[config.mk]
export PLATFORM = sky130hd
export DESIGN_NAME = trial_division_factorizer
export DESIGN_NICKNAME = d
export VERILOG_FILES = /design/src/hdl/tdf_pkg.sv /design/src/hdl/tdf_divider.sv /design/src/hdl/trial_division_factorizer.sv
export SDC_FILE = /design/constraint.sdc
export NUM_CORES = 2
export LEC_CHECK = 0
export ABC_AREA = 0
export BUFFER_PORTS_ARGS = -buffer_cell sky130_fd_sc_hd__buf_2
export CORE_MARGIN = 4
export CORE_UTILIZATION = 50
export CTS_BUF_LIST = sky130_fd_sc_hd__clkbuf_8
export CTS_CLUSTER_DIAMETER = 120
export DETAILED_ROUTE_END_ITERATION = 6
export PLACE_DENSITY_LB_ADDON = 0.1
export SLEW_MARGIN = 20
export SYNTH_ARGS = -nofsm -noshare
export SYNTH_HDL_FRONTEND = slang
export SYNTH_SLANG_ARGS = --single-unit
[constraint.sdc]
create_clock -name aclk -period 14 [get_ports aclk]
set_input_delay 2.8 -clock aclk [delete_from_list [all_inputs] [get_ports aclk]]
set_output_delay 2.8 -clock aclk [all_outputs]
set_load 0.02 [all_outputs]
[src/hdl/tdf_pkg.sv]
`timescale 1ns / 1ps
// ----------------------------------------------------------------------------
// tdf_pkg
// shared widths, constants and state type of the trial division factorizer
// ----------------------------------------------------------------------------
package tdf_pkg;

    localparam int VALUE_BITS   = 17;
    localparam int SIEVE_LIMIT  = 512;
    localparam int PRIME_STORE  = 128;
    localparam int MAX_RESULTS  = 6;
    localparam int MAP_AW       = $clog2(SIEVE_LIMIT);
    localparam int PL_AW        = $clog2(PRIME_STORE);
    localparam int PCNT_W       = PL_AW + 1;
    localparam int PRIME_W      = MAP_AW;
    localparam int EXP_W        = 5;
    localparam int IDX_W        = 3;
    localparam int BIT_CNT_W    = $clog2(VALUE_BITS + 1);

    typedef enum logic [3:0] {
        ST_CLEAR,
        ST_SV_LOOK,
        ST_SV_TEST,
        ST_SV_RD,
        ST_SV_MARK,
        ST_SV_MOD,
        ST_IDLE,
        ST_FETCH,
        ST_SQ,
        ST_DIV,
        ST_CHECK,
        ST_EMIT,
        ST_WAIT
    } tdf_state_t;

endpackage

[src/hdl/tdf_divider.sv]
`timescale 1ns / 1ps
// ----------------------------------------------------------------------------
// tdf_divider
// restoring bit-serial divider, one quotient bit per cycle
// ----------------------------------------------------------------------------
module tdf_divider
    import tdf_pkg::*;
(
    input  logic                  aclk,
    input  logic                  aresetn,
    input  logic                  start,
    input  logic [VALUE_BITS-1:0] dividend,
    input  logic [VALUE_BITS-1:0] divisor,
    output logic                  done,
    output logic [VALUE_BITS-1:0] quotient,
    output logic [VALUE_BITS-1:0] remainder
);

    logic [VALUE_BITS-1:0] quo_reg, quo_next;
    logic [VALUE_BITS-1:0] rem_reg, rem_next;
    logic [VALUE_BITS-1:0] dsr_reg, dsr_next;
    logic [BIT_CNT_W-1:0]  cnt_reg, cnt_next;
    logic                  busy_reg, busy_next;
    logic                  done_reg, done_next;
    logic [VALUE_BITS:0]   trial;

    always_comb begin
        quo_next  = quo_reg;
        rem_next  = rem_reg;
        dsr_next  = dsr_reg;
        cnt_next  = cnt_reg;
        busy_next = busy_reg;
        done_next = 1'b0;
        trial     = {rem_reg, quo_reg[VALUE_BITS-1]};
        if (start) begin
            quo_next  = dividend;
            rem_next  = '0;
            dsr_next  = divisor;
            cnt_next  = BIT_CNT_W'(VALUE_BITS);
            busy_next = 1'b1;
        end else if (busy_reg) begin
            // shift in next dividend bit, subtract when it fits
            if (trial >= {1'b0, dsr_reg}) begin
                rem_next = VALUE_BITS'(trial - {1'b0, dsr_reg});
                quo_next = {quo_reg[VALUE_BITS-2:0], 1'b1};
            end else begin
                rem_next = trial[VALUE_BITS-1:0];
                quo_next = {quo_reg[VALUE_BITS-2:0], 1'b0};
            end
            cnt_next = cnt_reg - 1'b1;
            if (cnt_reg == BIT_CNT_W'(1)) begin
                busy_next = 1'b0;
                done_next = 1'b1;
            end
        end
    end

    always_ff @(posedge aclk) begin
        quo_reg <= quo_next;
        rem_reg <= rem_next;
        dsr_reg <= dsr_next;
        cnt_reg <= cnt_next;
        if (!aresetn) begin
            busy_reg <= 1'b0;
            done_reg <= 1'b0;
        end else begin
            busy_reg <= busy_next;
            done_reg <= done_next;
        end
    end

    assign done      = done_reg;
    assign quotient  = quo_reg;
    assign remainder = rem_reg;

endmodule

[src/hdl/trial_division_factorizer.sv]
`timescale 1ns / 1ps
// ----------------------------------------------------------------------------
// trial_division_factorizer
// prime factorization by trial division over a sieved prime table
// ----------------------------------------------------------------------------
// s_value is taken on an s_valid/s_ready beat; every distinct prime factor
// comes out as one m_ beat, ascending, with m_last_factor on the final one.
// A value of 0 or 1 gives one beat with m_no_factors set.
// After reset the bitmap is cleared and the linear sieve then runs: one
// bitmap access, a shift-add product and a bit-serial modulo per marked
// composite; s_ready stays low until it has finished.
// Each trial prime takes a fetch, a bit-serial square and a bit-serial
// division; a prime that divides is divided again until it no longer
// does, and each result beat takes an emit step. A large prime walks all
// 72 primes up to its square root through the single shared divider.
// Results sit in an output register; while m_ready is low the block holds
// that beat, and it stops when its next beat is due or before it takes a
// new value. One item is worked on at a time.
// ----------------------------------------------------------------------------
module trial_division_factorizer
    import tdf_pkg::*;
(
    input  logic                  aclk,
    input  logic                  aresetn,
    input  logic                  s_valid,
    output logic                  s_ready,
    input  logic [16:0]           s_value,
    output logic                  m_valid,
    input  logic                  m_ready,
    output logic [16:0]           m_prime_factor,
    output logic [4:0]            m_exponent,
    output logic [2:0]            m_factor_index,
    output logic                  m_last_factor,
    output logic                  m_no_factors
);

    logic                  comp_map [SIEVE_LIMIT];
    logic [PRIME_W-1:0]    prime_mem [PRIME_STORE];

    tdf_state_t state_reg, state_next;

    logic [MAP_AW:0]       i_reg, i_next;          // sieve outer index / clear address
    logic [PCNT_W-1:0]     j_reg, j_next;          // prime table index
    logic [PCNT_W-1:0]     total_reg, total_next;
    logic                  map_rd_reg;
    logic [PRIME_W-1:0]    p_rd_reg;
    logic [PRIME_W-1:0]    p_reg, p_next;
    logic [VALUE_BITS-1:0] x_reg, x_next;
    logic [2*PRIME_W-1:0]  acc_reg, acc_next;      // shift-add product
    logic [PRIME_W-1:0]    mcand_reg, mcand_next;
    logic [PRIME_W-1:0]    mplier_reg, mplier_next;
    logic [BIT_CNT_W-1:0]  mcnt_reg, mcnt_next;
    logic [EXP_W-1:0]      e_reg, e_next;
    logic [IDX_W-1:0]      cnt_reg, cnt_next;
    logic                  sv_mode_reg, sv_mode_next; // SQ state used by sieve product
    logic                  pend_reg, pend_next;    // factor with e>0 pending

    logic                  mv_reg, mv_next;
    logic [VALUE_BITS-1:0] mf_reg, mf_next;
    logic [EXP_W-1:0]      me_reg, me_next;
    logic [IDX_W-1:0]      mi_reg, mi_next;
    logic                  ml_reg, ml_next;
    logic                  mn_reg, mn_next;
    logic                  fin_reg, fin_next;      // beat in register ends item

    logic                  map_we;
    logic [MAP_AW-1:0]     map_wa;
    logic                  map_wd;
    logic [MAP_AW-1:0]     map_ra;
    logic                  pl_we;
    logic [PL_AW-1:0]      pl_wa;
    logic [PL_AW-1:0]      pl_ra;

    logic                  div_start;
    logic [VALUE_BITS-1:0] div_a, div_b;
    logic                  div_done;
    logic [VALUE_BITS-1:0] div_q, div_r;

    logic                  sq_gt_x;                // square of trial prime above value

    tdf_divider u_div (
        .aclk      (aclk),
        .aresetn   (aresetn),
        .start     (div_start),
        .dividend  (div_a),
        .divisor   (div_b),
        .done      (div_done),
        .quotient  (div_q),
        .remainder (div_r)
    );

    always_ff @(posedge aclk) begin
        if (map_we) comp_map[map_wa] <= map_wd;
        map_rd_reg <= comp_map[map_ra];
        if (pl_we) prime_mem[pl_wa] <= i_reg[PRIME_W-1:0];
        p_rd_reg <= prime_mem[pl_ra];
    end

    logic out_free;
    assign out_free = !mv_reg || m_ready;

    // full-width compare, the square can exceed the value width
    assign sq_gt_x = 32'(acc_reg) > 32'(x_reg);

    // next state
    always_comb begin
        state_next = state_reg;
        case (state_reg)
            ST_CLEAR:   if (i_reg == (MAP_AW+1)'(SIEVE_LIMIT - 1)) state_next = ST_SV_LOOK;
            ST_SV_LOOK: state_next = (i_reg == (MAP_AW+1)'(SIEVE_LIMIT)) ? ST_IDLE : ST_SV_TEST;
            ST_SV_TEST: state_next = ST_SV_RD;
            ST_SV_RD:   state_next = (j_reg >= total_next) ? ST_SV_LOOK : ST_SQ;
            ST_SV_MARK: state_next = ST_SV_MOD;
            ST_SV_MOD:  if (div_done) state_next =
                            (div_r == '0 || j_reg + 1'b1 >= total_reg) ? ST_SV_LOOK : ST_SV_RD;
            ST_IDLE:    if (s_valid) state_next = ST_FETCH;
            ST_FETCH:   state_next = ST_SQ;
            ST_SQ: begin
                if (mcnt_reg == '0) begin
                    if (sv_mode_reg)
                        state_next = ({1'b0, acc_reg} >= (2*PRIME_W+1)'(SIEVE_LIMIT))
                                     ? ST_SV_LOOK : ST_SV_MARK;
                    else
                        state_next = (p_reg < PRIME_W'(2) || sq_gt_x) ? ST_CHECK : ST_DIV;
                end
            end
            ST_DIV:     if (div_done) state_next = (div_r == '0) ? ST_DIV :
                            (pend_reg ? ST_EMIT : ST_FETCH);
            ST_CHECK:   state_next = ST_EMIT;
            ST_EMIT:    if (out_free) state_next = fin_next ? ST_WAIT : ST_FETCH;
            ST_WAIT:    if (out_free) state_next = ST_IDLE;
            default:    state_next = ST_IDLE;
        endcase
        if (state_reg == ST_DIV && div_done && div_r != '0 && !pend_reg &&
            j_reg >= total_reg)
            state_next = ST_CHECK;
    end

    // datapath and outputs
    always_comb begin
        i_next = i_reg;  j_next = j_reg;  total_next = total_reg;
        p_next = p_reg;  x_next = x_reg;  acc_next = acc_reg;
        mcand_next = mcand_reg;  mplier_next = mplier_reg;  mcnt_next = mcnt_reg;
        e_next = e_reg;  cnt_next = cnt_reg;  sv_mode_next = sv_mode_reg;
        pend_next = pend_reg;
        mv_next = mv_reg && !m_ready;
        mf_next = mf_reg; me_next = me_reg; mi_next = mi_reg;
        ml_next = ml_reg; mn_next = mn_reg; fin_next = fin_reg;
        map_we = 1'b0; map_wa = i_reg[MAP_AW-1:0]; map_wd = 1'b0;
        map_ra = i_reg[MAP_AW-1:0];
        pl_we = 1'b0; pl_wa = total_reg[PL_AW-1:0]; pl_ra = j_reg[PL_AW-1:0];
        div_start = 1'b0; div_a = x_reg; div_b = VALUE_BITS'(p_reg);
        s_ready = 1'b0;
        case (state_reg)
            ST_CLEAR: begin
                map_we = 1'b1;
                i_next = (i_reg == (MAP_AW+1)'(SIEVE_LIMIT - 1)) ? (MAP_AW+1)'(2) : i_reg + 1'b1;
                total_next = '0;
            end
            ST_SV_LOOK: j_next = '0;      // map read of i issued here
            ST_SV_TEST: begin
                if (!map_rd_reg && total_reg < PCNT_W'(PRIME_STORE)) begin
                    pl_we = 1'b1;
                    total_next = total_reg + 1'b1;
                end
            end
            ST_SV_RD: begin
                // read of prime j issued here arrives at SQ entry
                if (j_reg < total_next) begin
                    mcnt_next = BIT_CNT_W'(PRIME_W);
                    sv_mode_next = 1'b1;
                end
            end
            ST_SQ: begin
                if (mcnt_reg != '0) begin
                    if (mcnt_reg == BIT_CNT_W'(PRIME_W)) begin
                        p_next = p_rd_reg;
                        mcand_next = p_rd_reg;
                        mplier_next = sv_mode_reg ? i_reg[PRIME_W-1:0] : p_rd_reg;
                        acc_next = '0;
                        mcnt_next = mcnt_reg - 1'b1;
                        if (sv_mode_reg) begin
                            mplier_next = i_reg[PRIME_W-1:0];
                        end
                        // first shift-add step folded in
                        acc_next = {PRIME_W'(0), (sv_mode_reg ? i_reg[0] : p_rd_reg[0])
                                    ? p_rd_reg : PRIME_W'(0)};
                        mcand_next = p_rd_reg;
                        mplier_next = (sv_mode_reg ? i_reg[PRIME_W-1:0] : p_rd_reg) >> 1;
                    end else begin
                        acc_next = acc_reg + (mplier_reg[0]
                            ? ((2*PRIME_W)'(mcand_reg) << (PRIME_W - mcnt_reg)) : '0);
                        mplier_next = mplier_reg >> 1;
                        mcnt_next = mcnt_reg - 1'b1;
                    end
                end else if (sv_mode_reg) begin
                    // product past the bitmap ends the pass for this i
                    if ({1'b0, acc_reg} >= (2*PRIME_W+1)'(SIEVE_LIMIT))
                        i_next = i_reg + 1'b1;
                end else begin
                    if (!(p_reg < PRIME_W'(2) || sq_gt_x)) begin
                        div_start = 1'b1;
                        e_next = '0;
                        pend_next = 1'b0;
                    end
                end
            end
            ST_SV_MARK: begin
                map_we = 1'b1;
                map_wa = acc_reg[MAP_AW-1:0];
                map_wd = 1'b1;
                div_start = 1'b1;
                div_a = VALUE_BITS'(i_reg);
            end
            ST_SV_MOD: begin
                if (div_done) begin
                    j_next = j_reg + 1'b1;
                    pl_ra = PL_AW'(j_reg + 1'b1);
                    if (div_r == '0 || j_reg + 1'b1 >= total_reg)
                        i_next = i_reg + 1'b1;
                end
            end
            ST_IDLE: begin
                s_ready = 1'b1;
                x_next = VALUE_BITS'(s_value);
                j_next = '0;
                cnt_next = '0;
                sv_mode_next = 1'b0;
            end
            ST_FETCH: begin
                mcnt_next = BIT_CNT_W'(PRIME_W);
                if (x_reg <= VALUE_BITS'(1) || j_reg >= total_reg) mcnt_next = '0;
                if (x_reg <= VALUE_BITS'(1)) acc_next = '1;
                else if (j_reg >= total_reg) begin
                    acc_next = '1;
                    p_next = PRIME_W'(2);
                end
            end
            ST_DIV: begin
                if (div_done) begin
                    if (div_r == '0) begin
                        x_next = div_q;
                        e_next = e_reg + 1'b1;
                        pend_next = 1'b1;
                        div_start = 1'b1;
                        div_a = div_q;
                    end else begin
                        j_next = j_reg + 1'b1;
                        pl_ra = PL_AW'(j_reg + 1'b1);
                    end
                end
            end
            ST_CHECK: begin
                // remainder stage: value > 1 becomes final prime
                pend_next = 1'b0;
                if (x_reg > VALUE_BITS'(1)) begin
                    e_next = EXP_W'(1);
                    p_next = '0;
                end else e_next = '0;
            end
            ST_EMIT: begin
                if (out_free) begin
                    mv_next = 1'b1;
                    mn_next = 1'b0;
                    mi_next = cnt_reg;
                    cnt_next = cnt_reg + 1'b1;
                    if (!pend_reg && e_reg == EXP_W'(1) && p_reg == '0) begin
                        mf_next = x_reg; me_next = e_reg; fin_next = 1'b1;
                    end else if (!pend_reg) begin
                        // nothing left: value was zero or one
                        mf_next = '0; me_next = '0; mn_next = 1'b1; fin_next = 1'b1;
                    end else begin
                        // prime index already moved on when the division failed
                        mf_next = VALUE_BITS'(p_reg); me_next = e_reg;
                        fin_next = (x_reg == VALUE_BITS'(1)) ||
                                   (cnt_reg == IDX_W'(MAX_RESULTS - 1));
                        pend_next = 1'b0;
                    end
                    ml_next = fin_next;
                end
            end
            default: ;
        endcase
    end

    always_ff @(posedge aclk) begin
        i_reg <= i_next; j_reg <= j_next; p_reg <= p_next; x_reg <= x_next;
        acc_reg <= acc_next; mcand_reg <= mcand_next; mplier_reg <= mplier_next;
        e_reg <= e_next; cnt_reg <= cnt_next; pend_reg <= pend_next;
        mf_reg <= mf_next; me_reg <= me_next; mi_reg <= mi_next;
        ml_reg <= ml_next; mn_reg <= mn_next; fin_reg <= fin_next;
        sv_mode_reg <= sv_mode_next;
        if (!aresetn) begin
            state_reg <= ST_CLEAR;
            i_reg     <= '0;
            total_reg <= '0;
            mcnt_reg  <= '0;
            mv_reg    <= 1'b0;
        end else begin
            state_reg <= state_next;
            total_reg <= total_next;
            mcnt_reg  <= mcnt_next;
            mv_reg    <= mv_next;
        end
    end

    assign m_valid        = mv_reg;
    assign m_prime_factor = mf_reg;
    assign m_exponent     = me_reg;
    assign m_factor_index = mi_reg;
    assign m_last_factor  = ml_reg;
    assign m_no_factors   = mn_reg;

endmodule

Yosys cells after proc, flatten, opt, wreduce, memory -nomap -nowiden
Memories as Yosys holds them, arrays and structs flattened. A register that Yosys moved wholly into a read port is not among the register bits.
Cells that the tools add are included.
{"block": "totals", "regBits": 186, "mem_bits_rw": 1664, "input_bits": 21, "output_inout_bits": 29, "elab_cells": 268, "memories": 2}
{"block": "op_classes", "addsub": 10, "order_cmp": 11, "n_eq_ne": 49, "shift": 1, "n_mux": 113, "bitwise_logic": 2, "reduce_logical": 52}
{"name": "prime_mem", "words": 128, "width": 9, "read_ports": 1, "rd_ports_with_merged_regs": 1, "write_ports": 1, "line": "trial_division_factorizer.sv:38", "source": "logic [PRIME_W-1:0] prime_mem [PRIME_STORE];"}
{"name": "comp_map", "words": 512, "width": 1, "read_ports": 1, "rd_ports_with_merged_regs": 1, "write_ports": 1, "line": "trial_division_factorizer.sv:37", "source": "logic comp_map [SIEVE_LIMIT];"}
{"cell": "17-bit two-way mux", "n": 6}
{"cell": "18-bit two-way mux", "n": 5}
{"cell": "9-bit two-way mux", "n": 9}
{"cell": "17-bit one-hot mux with 2 select lines", "n": 2}
{"cell": "10-bit two-way mux", "n": 6}
{"cell": "4-bit two-way mux", "n": 14}
{"cell": "4-bit one-hot mux with 13 select lines", "n": 1}
{"cell": "5-bit two-way mux", "n": 9}
{"cell": "8-bit two-way mux", "n": 5}
{"cell": "2-bit inequality test, second input constant", "n": 19}
{"cell": "1-bit two-way mux", "n": 36}
{"cell": "18-bit one-hot mux with 2 select lines", "n": 1}
{"cell": "9-bit by 32-bit left shift with 18-bit output", "n": 1}
{"cell": "10-bit one-hot mux with 3 select lines", "n": 1}
{"cell": "5-bit one-hot mux with 3 select lines", "n": 2}
{"cell": "9-bit one-hot mux with 3 select lines", "n": 1}
{"cell": "8-bit greater-or-equal comparator", "n": 3}
{"cell": "8-bit one-hot mux with 3 select lines", "n": 1}
{"cell": "7-bit two-way mux", "n": 3}
{"cell": "4-bit == test, second input constant", "n": 5}
{"cell": "18-bit adder", "n": 1}
{"cell": "18-bit by 10-bit greater-or-equal comparator with 1-bit output, second input constant", "n": 1}
{"cell": "18-bit by 9-bit greater-or-equal comparator with 1-bit output", "n": 1}
{"cell": "18-bit by 17-bit greater-than comparator with 1-bit output", "n": 1}
{"cell": "54 further kinds", "n": 104}

Logic depth before layout (Yosys ltp)
{"block": "depth", "ltp_word": 10, "depth_mapped": 21, "ltp_nobuf": 19}

By module
A second synthesis with hierarchy kept.
{"block": "hier_totals", "hier_cells": 6874, "hier_area_um2": 87332.5}
{"mod": "trial_division_factorizer", "n_inst": 1, "cells_each": 6550, "area_per_inst_um2": 84035.6, "seq_area_each_um2": 53931.7}
{"mod": "tdf_divider", "n_inst": 1, "cells_each": 324, "area_per_inst_um2": 3296.9, "seq_area_each_um2": 1501.4}

Worst setup path before layout
Ideal clock, no wire load.
{"block": "synth_timing", "kind": "register -> register", "startpoint": "register state_reg[3]", "endpoint": "memory comp_map[0] (data pin)", "setup_ps": 1862, "arrival_time_ps": 9425, "setup_slack_ps": 2714, "path_stages_with_launch": 9, "path_buffers": 5, "cell_sequence": "dfxtp_1 buf_4 nor2b_1 clkbuf_1 nand2_1 clkinv_1 clkbuf_1 clkbuf_1 clkbuf_1"}
{"block": "synth_between", "elab_chain_len": 2}
{"item": "from (decl)", "line": "trial_division_factorizer.sv:40", "source": "tdf_state_t state_reg, state_next;"}
{"item": "from (signal assigned)", "line": "trial_division_factorizer.sv:300", "source": "state_reg <= state_next;"}
{"item": "4-bit by 3-bit == test with 1-bit output", "line": "trial_division_factorizer.sv:154", "source": "case (state_reg)"}
{"item": "1-bit two-way mux", "line": "trial_division_factorizer.sv:154"}
{"item": "net map_wd", "line": "trial_division_factorizer.sv:68", "source": "logic map_wd;"}
{"item": "to (decl)", "line": "trial_division_factorizer.sv:37"}
The timed path passes the listed nets, and every way through them passes these cells.

Worst setup path after layout
{"block": "layout_timing", "startpoint": "register mcnt_reg[1]", "endpoint": "register acc_reg[17] (data pin)"}
{"block": "layout_between", "elab_chain_len": 7, "elab_cells_between_ends": 8, "classes_between": "2 x add/sub; 1 x eq/ne; 1 x shift; 4 x mux"}
{"item": "from (decl)", "line": "trial_division_factorizer.sv:52", "source": "logic [BIT_CNT_W-1:0] mcnt_reg, mcnt_next;"}
{"item": "from (signal assigned)", "line": "trial_division_factorizer.sv:302", "source": "mcnt_reg <= mcnt_next;"}
{"item": "4-bit by 5-bit subtractor with 6-bit output", "line": "trial_division_factorizer.sv:192", "source": "? ((2*PRIME_W)'(mcand_reg) << (PRIME_W - mcnt_reg)) : '0);"}
{"item": "9-bit by 32-bit left shift with 18-bit output", "line": "trial_division_factorizer.sv:192"}
{"item": "18-bit two-way mux", "line": "trial_division_factorizer.sv:192"}
{"item": "18-bit adder", "line": "trial_division_factorizer.sv:191", "source": "acc_next = acc_reg + (mplier_reg[0]"}
{"item": "18-bit two-way mux *", "line": "trial_division_factorizer.sv:176", "source": "if (mcnt_reg == BIT_CNT_W'(PRIME_W)) begin"}
{"item": "18-bit two-way mux *", "line": "trial_division_factorizer.sv:175", "source": "if (mcnt_reg != '0) begin"}
{"item": "18-bit one-hot mux with 2 select lines *", "line": "trial_division_factorizer.sv:154"}
{"item": "to (signal assigned)", "line": "trial_division_factorizer.sv:288", "source": "acc_reg <= acc_next; mcand_reg <= mcand_next; mplier_reg <= mplier_next;"}
{"item": "to (decl)", "line": "trial_division_factorizer.sv:49", "source": "logic [2*PRIME_W-1:0] acc_reg, acc_next;"}
Every way passes the cells marked *; elsewhere a longest branch is shown, timed or not. The select of a mux whose other input is x is not followed.
A chain may end at the register's enable or synchronous reset.

==> impl_results.md <==
- Gp weighted congestion: between 0.8 and 0.9
- Syn avg cell area: 14.3 um^2
- Crit path from: mcnt_reg[1]
- VDD IR max: ~140 uV
- Critical setup path kind: flop to flop
- Clock power share: between 30% and 40%
- CTS max path bufs: 4
- Non-Filler Instances: 7918
- Clk Latency, worst-skew pair: 1.03 ns
- Crit path launch type: flop
- Post-DRT Antenna Nets: 0
- Vias: 48221
- MaxCap Viol Count: 0
- Nets: 5743
- First-pass GRT wire length: roughly 320 mm
- Critical path arrival: 6.96 ns
- Hold WC Path Type: flop to flop
- Die Width: 406 um
- Combinational share of power: 24.0%
- Setup bufs post-CTS: 0
- Cell repeated most along the worst path: a21o_1
- FP Rows: 145
- Pins Over Slew Limit: 0
- CTS tree: built
- CP delay by family, top: compound AO/OA/AOI/OAI gates
- Placed cell count: 7373
- Cts bufs inserted: 323
- Slew at the pin closest to its max-slew limit: 1.23 ns
- Hold_sp: cnt_reg[1]
- DRT iter0 DRCs: about 5500
- Fin crit share: 44.6%
- Power Dens Cells: 170 nW/um^2
- Asr flop ratio synth: 0%
- Clk slew on worst S/H paths: 0.06 ns
- Worst-path fanout max: 17
- Port buffer count: 49
- Drt via density: 6.09
- Vias in the first global route: 47501
- Largest stage delay on the critical path: about 0.8 ns
- Setup violators final: 0
- Main synth FF type: edfxtp_1
- GRT Total Usage: between 20 and 30%
- Max FFs per register: about 1200
- Mapped Area: between 70000 and 80000 um^2
- Routed WL: 213 mm
- Clock sink total: about 1900
- Syn_nets: 5637
- Area growth syn-to-layout: 9.95%
- Worst Path Required: approximately 15 ns
- Pre-Repair DR Iteration Count: 6
- Sequential-to-total area share from yosys stat: 69.7%
- Initial Utilization: between 50 and 60%
- Yosys warns: 0
- CTS resizes: 0
- DRC Markers: 0
- Cell Int Power: 0.0100 W
- Final hold viol count: 0
- Distinct cell type count after synthesis: 84
- Layout cells sized above 1: 14.9%
- Die H: about 400 um
- Initial antenna violation count: 6
- Max frequency: 0.160 GHz
- Slowest-stage cell, CP: xnor2_1
- Hold_buf cts: 0
- Status: completed
- Filler Cell Count: 12899
- CORE AREA: approximately 160000 um^2
- Congestion Overflow GR: 0
- Leakage: 29.0 nW
- Syn Inst Count: 5534
- Die area: 165000 um^2
- FF+latch count, synth: 1859
- Min cycle time layout: 6.24 ns
- Setup TNS: 0 ns
- Root Driver: clkbuf_8
- Pin count of the biggest net entering global routing: 175
- R2R Path Start: mcnt_reg[1]
- Level count of the clock H-tree: 5
- WL/cell: 26.9 um
- Worst Clk Skew: 0.0854 ns
- Worst Path Buf+Inv: 1
- EDFF count, synth: 1796
- Worst-path cell chain: clkinv_1, ha_1, xnor2_1, nand4_1, nor2_1, ha_1, a21o_1, a21o_1, a2111oi_0, nor4_1, a311o_1, a21o_1, o41ai_1, o21ai_0, xnor2_1, o21ai_0
- Sw Pwr: 0.00473 W
- RSZ-0062 raised after global routing: no
- Critical Path End Type: flop
- Switching share of power: about a third
- Relative slew slack: between 10% and 20%
- I/O Pins: 50
- HPWL after DPL: 121 mm
- Flop pwr share: 45.9%
-- layout by cell type (no fill, tap or decap), drive strengths merged, types with 32 or more instances in the layout --
master,count
a21oi,112
clkbuf,341
nor3,46
mux2i,139
clkinv,88
buf,133
nor2,843
nand3,289
ha,80
a211oi,32
nand4,39
nor4,38
edfxtp,1796
inv,178
a32oi,63
o21ai,112
a31oi,36
mux4,281
dfxtp,63
nand2,762
-- metrics by stage --
stage	util, %	area, um^2	worst slack, ns	hold slack, ns	power (W)
2_1_floorplan	-	79200	2.71	0.437	0.00930
3_3_place_gp	51.9	81400	7.92	0.479	0.0104
3_5_place_dp	52.0	81400	7.90	0.482	0.0104
4_1_cts	55.5	87100	7.90	0.505	0.0149
5_1_grt	55.5	87100	7.23	0.519	0.0154
6_report	55.6	87100	7.76	0.501	0.0148
-- kinds of logic after synthesis --
family | Yosys count | share of synthesized area, %
AOI/OAI and AO/OA | 528 | 4.49
DFF | 1859 | 69.7
buffers and inverters | 425 | 2.27
muxes | 443 | 10.1
xor gates and xnor gates | 56 | 0.643
and+or+nand+nor | 2141 | 11.5
adders and majority gates | 82 | 1.31
-- worst paths after layout --
check	end	slack [ns]	depth (start not counted)
hold reg to reg	m_factor_index[1]	0.50	0
setup / recovery	acc_reg[17]	7.76	16
setup reg to reg	acc_reg[17]	7.76	16
hold / removal	m_factor_index[1]	0.50	0
-- power groups by stage --
stage	registers (W)	clock network, W	logic (W)
floorplan	0.00690	0	0.00240
global placement	0.00688	0	0.00350
detailed placement	0.00689	0	0.00352
CTS	0.00677	0.00455	0.00353
global route	0.00679	0.00482	0.00381
finish	0.00677	0.00446	0.00354
-- metal layers --
metal  wire, um  GRT usage [%]  up-vias
met2      97100           39.1     2118
met4       5980           7.97        4
li1           -              -    21067
met5        228              0        -
met3      18900           5.65      414
met1      90900           38.1    24618
-- synth_stat cells (all sizes together), types with 4 or more instances --
cell type     n  share of area, %
or3          10             0.079
o21ai       112              0.71
o211ai        9             0.085
nand3       289               1.8
o31ai        12              0.11
a21boi        9             0.085
or2           6             0.047
inv          71              0.34
o21bai       11              0.10
mux2         23              0.33
mux4        281               8.0
a221o         5             0.063
dfxtp        63               1.6
o22a          6             0.066
xor2         30              0.33
o2111ai       4             0.044
clkbuf      232               1.1
or4           4             0.038
a221oi       10              0.11
a211oi       32              0.30
edfxtp     1796                68
o22ai         5             0.039
ha           80               1.3
mux2i       139               1.8
a22o          9              0.10
and3          9             0.071
nor2b        18              0.14
nand2       762               3.6
nor3         46              0.29
a32o          8              0.10
a22oi        22              0.21
nor2        843               4.0
o21a         13              0.12
a21oi       112              0.71
nand4        39              0.31
nor4         38              0.36
a21o         20              0.19
buf         120              0.82
nand3b       10             0.095
nand2b       21              0.17
a31oi        36              0.28
a2111oi       7             0.077
a32oi        63              0.70
and2         30              0.24
xnor2        26              0.31
-- layout make-up --
| cell class | instances | area (um^2) | share of cell area, % |
|---|---|---|---|
| Clock inverter | 201 | 932 | 1.07 |
| Multi-Input combinational cell | 3250 | 22400 | 25.8 |
| Sequential cell | 1859 | 55200 | 63.4 |
| Tap cell | 2058 | 2570 | 2.96 |
| Antenna cell | 3 | 7.51 | 0.00862 |
| Clock buffer | 341 | 4690 | 5.39 |
| Timing Repair Buffer | 133 | 930 | 1.07 |
| Inverter | 73 | 282 | 0.323 |
(Power assumes the default switching activity.)
